## config.mk

```make
export PLATFORM = sky130hd
export DESIGN_NAME = nflz_parse
export DESIGN_NICKNAME = d
export VERILOG_FILES = /design/src/rtl/core/near_far_lz_word_expand_assert.svh /design/src/rtl/core/nflz_pkg.sv /design/src/rtl/core/nflz_parse.sv
export SDC_FILE = /design/constraint.sdc
export NUM_CORES = 1
export LEC_CHECK = 0
export ABC_CLOCK_PERIOD_IN_PS = 2000
export BUFFER_PORTS_ARGS = -buffer_cell sky130_fd_sc_hd__buf_2
export CAP_MARGIN = 30
export CORE_MARGIN = 10
export CORE_UTILIZATION = 35
export CTS_CLUSTER_DIAMETER = 60
export DETAILED_ROUTE_END_ITERATION = 6
export HOLD_SLACK_MARGIN = 0.03
export PLACE_DENSITY = 0.71
export SLEW_MARGIN = 20
export SYNTH_ARGS = -nofsm -noshare
export SYNTH_HDL_FRONTEND = slang
export SYNTH_SLANG_ARGS = --single-unit
```

## constraint.sdc

```tcl
create_clock -name clk -period 2 [get_ports clk]
set_input_delay 0.4 -clock clk [delete_from_list [all_inputs] [get_ports clk]]
set_output_delay 0.4 -clock clk [all_outputs]
set_load 0.03 [all_outputs]
```

## src/rtl/core/near_far_lz_word_expand_assert.svh

```systemverilog
// Assertion macros for the near/far LZ word expander.
// Define ASSERT_OFF to compile the checks out.
`ifndef NEAR_FAR_LZ_WORD_EXPAND_ASSERT_SVH
`define NEAR_FAR_LZ_WORD_EXPAND_ASSERT_SVH

`ifndef ASSERT_OFF

// Same-cycle implication.
`define NFLZ_ASSERT_IMP(lbl, clk, rst, ante, cons, msg) \
  lbl: assert property (@(posedge clk) disable iff (rst) (ante) |-> (cons)) \
    else $error(msg);

// Next-cycle implication.
`define NFLZ_ASSERT_NEXT(lbl, clk, rst, ante, cons, msg) \
  lbl: assert property (@(posedge clk) disable iff (rst) (ante) |=> (cons)) \
    else $error(msg);

`else

`define NFLZ_ASSERT_IMP(lbl, clk, rst, ante, cons, msg)

`define NFLZ_ASSERT_NEXT(lbl, clk, rst, ante, cons, msg)

`endif

`endif

```

## src/rtl/core/nflz_pkg.sv

```systemverilog
package nflz_pkg;

  localparam int BYTE_W     = 8;
  localparam int WORD_W     = 16;
  localparam int CNT_W      = 14;
  localparam int COUNT_W    = 3;
  localparam int PER_RESULT = 4;
  localparam int LANE_W     = 2;

  localparam logic [BYTE_W-1:0] NEAR_TAG = 8'hA7;
  localparam logic [BYTE_W-1:0] FAR_TAG  = 8'hA8;

  localparam logic [CNT_W-1:0] OUTPUT_WORDS_RESET = 14'd4097;

  typedef struct packed {
    logic [BYTE_W-1:0] data_byte;
    logic              block_start;
  } nflz_in_t;

  typedef struct packed {
    logic [WORD_W-1:0]  word_a;
    logic [WORD_W-1:0]  word_b;
    logic [WORD_W-1:0]  word_c;
    logic [WORD_W-1:0]  word_d;
    logic [COUNT_W-1:0] word_count;
    logic               item_last;
    logic               block_end;
    logic               bad_reference;
    logic               overrun;
  } nflz_out_t;

  typedef struct packed {
    logic [CNT_W-1:0] output_words;
  } nflz_cfg_t;

  typedef enum logic [1:0] {
    CMD_NONE,
    CMD_LIT,
    CMD_NEAR,
    CMD_FAR
  } nflz_kind_t;

  // Decoded token handed from the parser to the history engine.
  typedef struct packed {
    nflz_kind_t        kind;
    logic [WORD_W-1:0] word;
    logic [BYTE_W-1:0] count;
    logic [WORD_W-1:0] offset;
  } nflz_cmd_t;

endpackage

```

## src/rtl/core/nflz_parse.sv

```systemverilog
module nflz_parse (
  input  logic                      clk,
  input  logic                      rst,
  input  logic                      step,
  input  logic                      restart,
  input  logic [nflz_pkg::BYTE_W-1:0] data_byte,
  output nflz_pkg::nflz_cmd_t       cmd
);
  import nflz_pkg::*;

  typedef enum logic [2:0] {
    PH_LOW,
    PH_HIGH,
    PH_NEAR_DIST,
    PH_FAR_LOW,
    PH_FAR_HIGH,
    PH_ESCAPE
  } phase_t;

  phase_t            phase;
  phase_t            phase_cur;
  phase_t            phase_next;
  logic [BYTE_W-1:0] token_low;
  logic [BYTE_W-1:0] token_high;
  logic [BYTE_W-1:0] far_low;
  logic              is_tag;

  // A block start drops any half-parsed token before this byte.
  assign phase_cur = restart ? PH_LOW : phase;
  assign is_tag    = (data_byte == NEAR_TAG) || (data_byte == FAR_TAG);

  always_comb begin
    cmd        = '0;
    cmd.kind   = CMD_NONE;
    phase_next = phase_cur;
    unique case (phase_cur)
      PH_LOW: begin
        phase_next = PH_HIGH;
      end
      PH_HIGH: begin
        if (is_tag) begin
          if (token_low == '0) begin
            phase_next = PH_ESCAPE;
          end else if (data_byte == NEAR_TAG) begin
            phase_next = PH_NEAR_DIST;
          end else begin
            phase_next = PH_FAR_LOW;
          end
        end else begin
          cmd.kind   = CMD_LIT;
          cmd.word   = {data_byte, token_low};
          phase_next = PH_LOW;
        end
      end
      PH_NEAR_DIST: begin
        cmd.kind   = CMD_NEAR;
        cmd.count  = token_low;
        cmd.offset = {{(WORD_W-BYTE_W){1'b0}}, data_byte};
        phase_next = PH_LOW;
      end
      PH_FAR_LOW: begin
        phase_next = PH_FAR_HIGH;
      end
      PH_FAR_HIGH: begin
        cmd.kind   = CMD_FAR;
        cmd.count  = token_low;
        cmd.offset = {data_byte, far_low};
        phase_next = PH_LOW;
      end
      PH_ESCAPE: begin
        cmd.kind   = CMD_LIT;
        cmd.word   = {token_high, data_byte};
        phase_next = PH_LOW;
      end
      default: begin
        phase_next = PH_LOW;
      end
    endcase
  end

  always_ff @(posedge clk) begin
    if (rst) begin
      phase <= PH_LOW;
    end else if (step) begin
      phase <= phase_next;
    end else if (restart) begin
      phase <= PH_LOW;
    end
  end

  always_ff @(posedge clk) begin
    if (step) begin
      if (phase_cur == PH_LOW) token_low <= data_byte;
      if (phase_cur == PH_HIGH) token_high <= data_byte;
      if (phase_cur == PH_FAR_LOW) far_low <= data_byte;
    end
  end

endmodule

```

==> results_dict.tcl <==
set metrics [dict create \
    status "complete, but fails checks" \
    violations "negative setup slack" \
    synth_seq_cells 27 \
    avgSynthCellArea_um2 11.9 \
    seq_area_frac_synth_pct 55.6 \
    crit_family "simple AND/OR/NAND/NOR gates" \
    switching_power_w 0.000276 \
    die_x_um 83.4 \
    pwr-share-clk_pct 26.9 \
    area_growth_pct 80.1 \
    portBuffers 53 \
    synth_edf_count 24 \
    cap_violations 0 \
    cts_buffers 3 \
    reg2reg_to "phase[2]" \
    cts_hold_buf 0 \
    relSlewSlack_pct 71.0 \
    utilization_pct 67.1 \
    grt_pass1_wl_mm 7.52 \
    reg2reg_slack_ns 0.35 \
    grt_max_degree 16 \
    synth_area_um2 1410 \
    peakVddDrop_mv 0.368 \
    critPathArrivalTime_ns 1.88 \
    clkSinkCount 27 \
    die_y_um 83.4 \
    critical-path-slowest-cell "or4bb_4" \
    num_vias 1350 \
    std_cell_rows 22 \
    async_flop_share_pct 0 \
    die_area_um2 6950 \
    routed_wl_mm 4.80 \
    cts.htree.levels 1 \
    root_buffer "clkbuf_8" \
    synth_top_area_share_pct 51.3 \
    cp_cell_sequence "buf_6 > or4bb_4 > a21o_1 > and2_4 > buf_16 > a22o_4 > buf_6" \
    antennaDiodeCount 0 \
    cp_common_cell "buf_6" \
    synthCells 118 \
    power_density_nw_per_um2 450 \
    switching_share_pct 24.3 \
    synthTopCellsByCount "edfxtp_1, a22o_1, nor2_1, nor2b_1, and2_1" \
    core-area_um2 3770 \
    yosys_warnings 0 \
    synth_nets 130 \
    startpoint "data_byte[4]" \
    hold_viol 0 \
    start_util_pct 37.3 \
    layout-drive-gt1-share_pct 65.3 \
    rsz0062_at_grt "true" \
    slew_violations 0 \
    synth_area_leaders "edfxtp_1, a22o_1, nor2b_1" \
    worst_pin_slew_ns 0.433 \
    clk_path_buf_depth 2 \
    cts_tree "done" \
    grt_usage_pct 12.8 \
    yosysTopAreaCell "edfxtp_1" \
    p_leak_nw 1.09 \
    crit_path_end_kind "primary output" \
    final_nets 215 \
    max_freq_mhz 439 \
    path_class "in2out" \
    stdcell_area_um2 2530 \
    synth_cell_types 29 \
    hp-class "in2reg" \
    finClkSkew_ns 0.00227 \
    grt_pass1_vias 1431 \
    rr_startpoint "phase[0]" \
    crit_end "cmd[37]" \
    pwr-share-comb_pct 16.7 \
    seqPwrFrac_pct 56.4 \
    p_total_w 0.00114 \
    ff2ff_path_depth 5 \
    finalWorstSetupSlack_ns -0.276 \
    ios 54 \
    path_max_fanout 7 \
    wire_per_inst_um 19.2 \
    placed_cell_area_um2 2010 \
    path_depth 7 \
    cpPeakStageDelay_ns 0.54 \
    critPathRequiredTime_ns 1.60 \
    dp_hpwl_mm 3.33 \
    gp_congestion 0.844 \
    p_int_w 0.000863 \
    dr.pass1.iters 4 \
    clk_transition_reported_paths_ns 0.09 \
    cp-start-kind "primary input" \
    antenna_found_initial 0 \
    path_buf_inv 3 \
    setup_viol 23 \
    drt_iter0_drc 51 \
    synth_flop_cell "edfxtp_1" \
    worstSkewPairLatency_ns 0.27 \
    synth_most_common_cell "edfxtp_1" \
    fin_crit_sh_pct 114 \
    routed_via_density 5.40 \
    fin_crit_ns 2.28 \
    grt_overflow_total 0 \
    final_antenna_net_count 0 \
    drc 0 \
]
[state kept, by name, summed over array words and instances, names as in the netlist]
name	count
token_low	8
token_high	8
phase	3
far_low	8
[repair_timing]
action                                  in CTS  in global routing
buffers inserted                             5                  5
resized for setup                           90                 21
pin swaps                                    6                  7
endpoints found under the setup margin      42                 42
gates cloned                                 2                  0
[per-stage QoR]
| step | TNS [ns] | hold slack [ns] | setup WS, ns | cells |
|---|---|---|---|---|
| 6_report | -4.43 | 0.308 | -0.276 | 250 |
| 3_3_place_gp | -4.74 | 0.489 | -0.332 | 237 |
| 2_1_floorplan | -1.51 | 0.458 | -0.144 | 118 |
| 5_1_grt | -5.59 | 0.308 | -0.298 | 250 |
| 4_1_cts | -4.07 | 0.308 | -0.283 | 246 |
| 3_5_place_dp | -5.38 | 0.508 | -0.369 | 237 |
[kinds of logic after synthesis]
| logic type | share of synthesized area (%) |
|---|---|
| AOI/OAI and AO/OA | 21.2 |
| and+or+nand+nor | 19.9 |
| DFF | 55.6 |
| buffers and inverters | 3.29 |
[power by group through the flow]
stage	clock network (W)	logic [W]	registers (W)
after floorplan	0	0.0000790	0.000650
after global placement	0	0.000150	0.000653
after detailed placement	0	0.000154	0.000654
after CTS	0.000314	0.000186	0.000642
after global routing	0.000333	0.000203	0.000645
final	0.000306	0.000190	0.000643
[metal layers]
layer | up-vias | GRT usage, % | wire length, um
met5 | - | 0 | 0
met4 | 0 | 3.38 | 36
met3 | 4 | 4.39 | 395
met2 | 52 | 21.9 | 2470
met1 | 665 | 14.6 | 1900
li1 | 629 | - | -
[layout by cell type (no fill, tap or decap), drive strengths merged, types with 2 or more instances in the layout]
master | netlist | layout
a21o | 2 | 2
a21oi | 6 | 6
a22o | 24 | 24
and2 | 9 | 9
buf | 3 | 86
clkbuf | 3 | 3
dfxtp | 3 | 3
edfxtp | 24 | 24
inv | 2 | 2
nand2 | 3 | 3
nor2 | 10 | 10
nor2b | 10 | 10
nor3 | 3 | 3
o21ai | 2 | 2
or4 | 2 | 2
[cell type report]
cell class                 count  area (um2)
clock buffer                   3        41.3
clock inverter                 1        5.00
fill                         256        1240
inverter                       2        7.51
multi-input combinational     83         815
sequential                    27         785
tap                           48        60.1
timing repair buffer          86         818
[how the worst min path moves through the flow]
stage          endpoint  startpoint  cells after the start  slack [ns]
2_1_floorplan  phase[1]    phase[1]                      2        0.46
3_3_place_gp   phase[1]    phase[1]                      2        0.49
3_5_place_dp   phase[1]    phase[1]                      2        0.51
4_1_cts        phase[2]         rst                      2        0.31
5_1_grt        phase[2]         rst                      2        0.31
6_report       phase[2]         rst                      2        0.31
[worst register-to-register path, delay by kind of cell (launching register included)]
family / cells / cell delay (ns)
buf+inv: 1 / 0.16
simple gates: 1 / 0.27
compound gates: 3 / 0.82
flops: 1 / 0.34
Power figures use the tool's default switching activity.
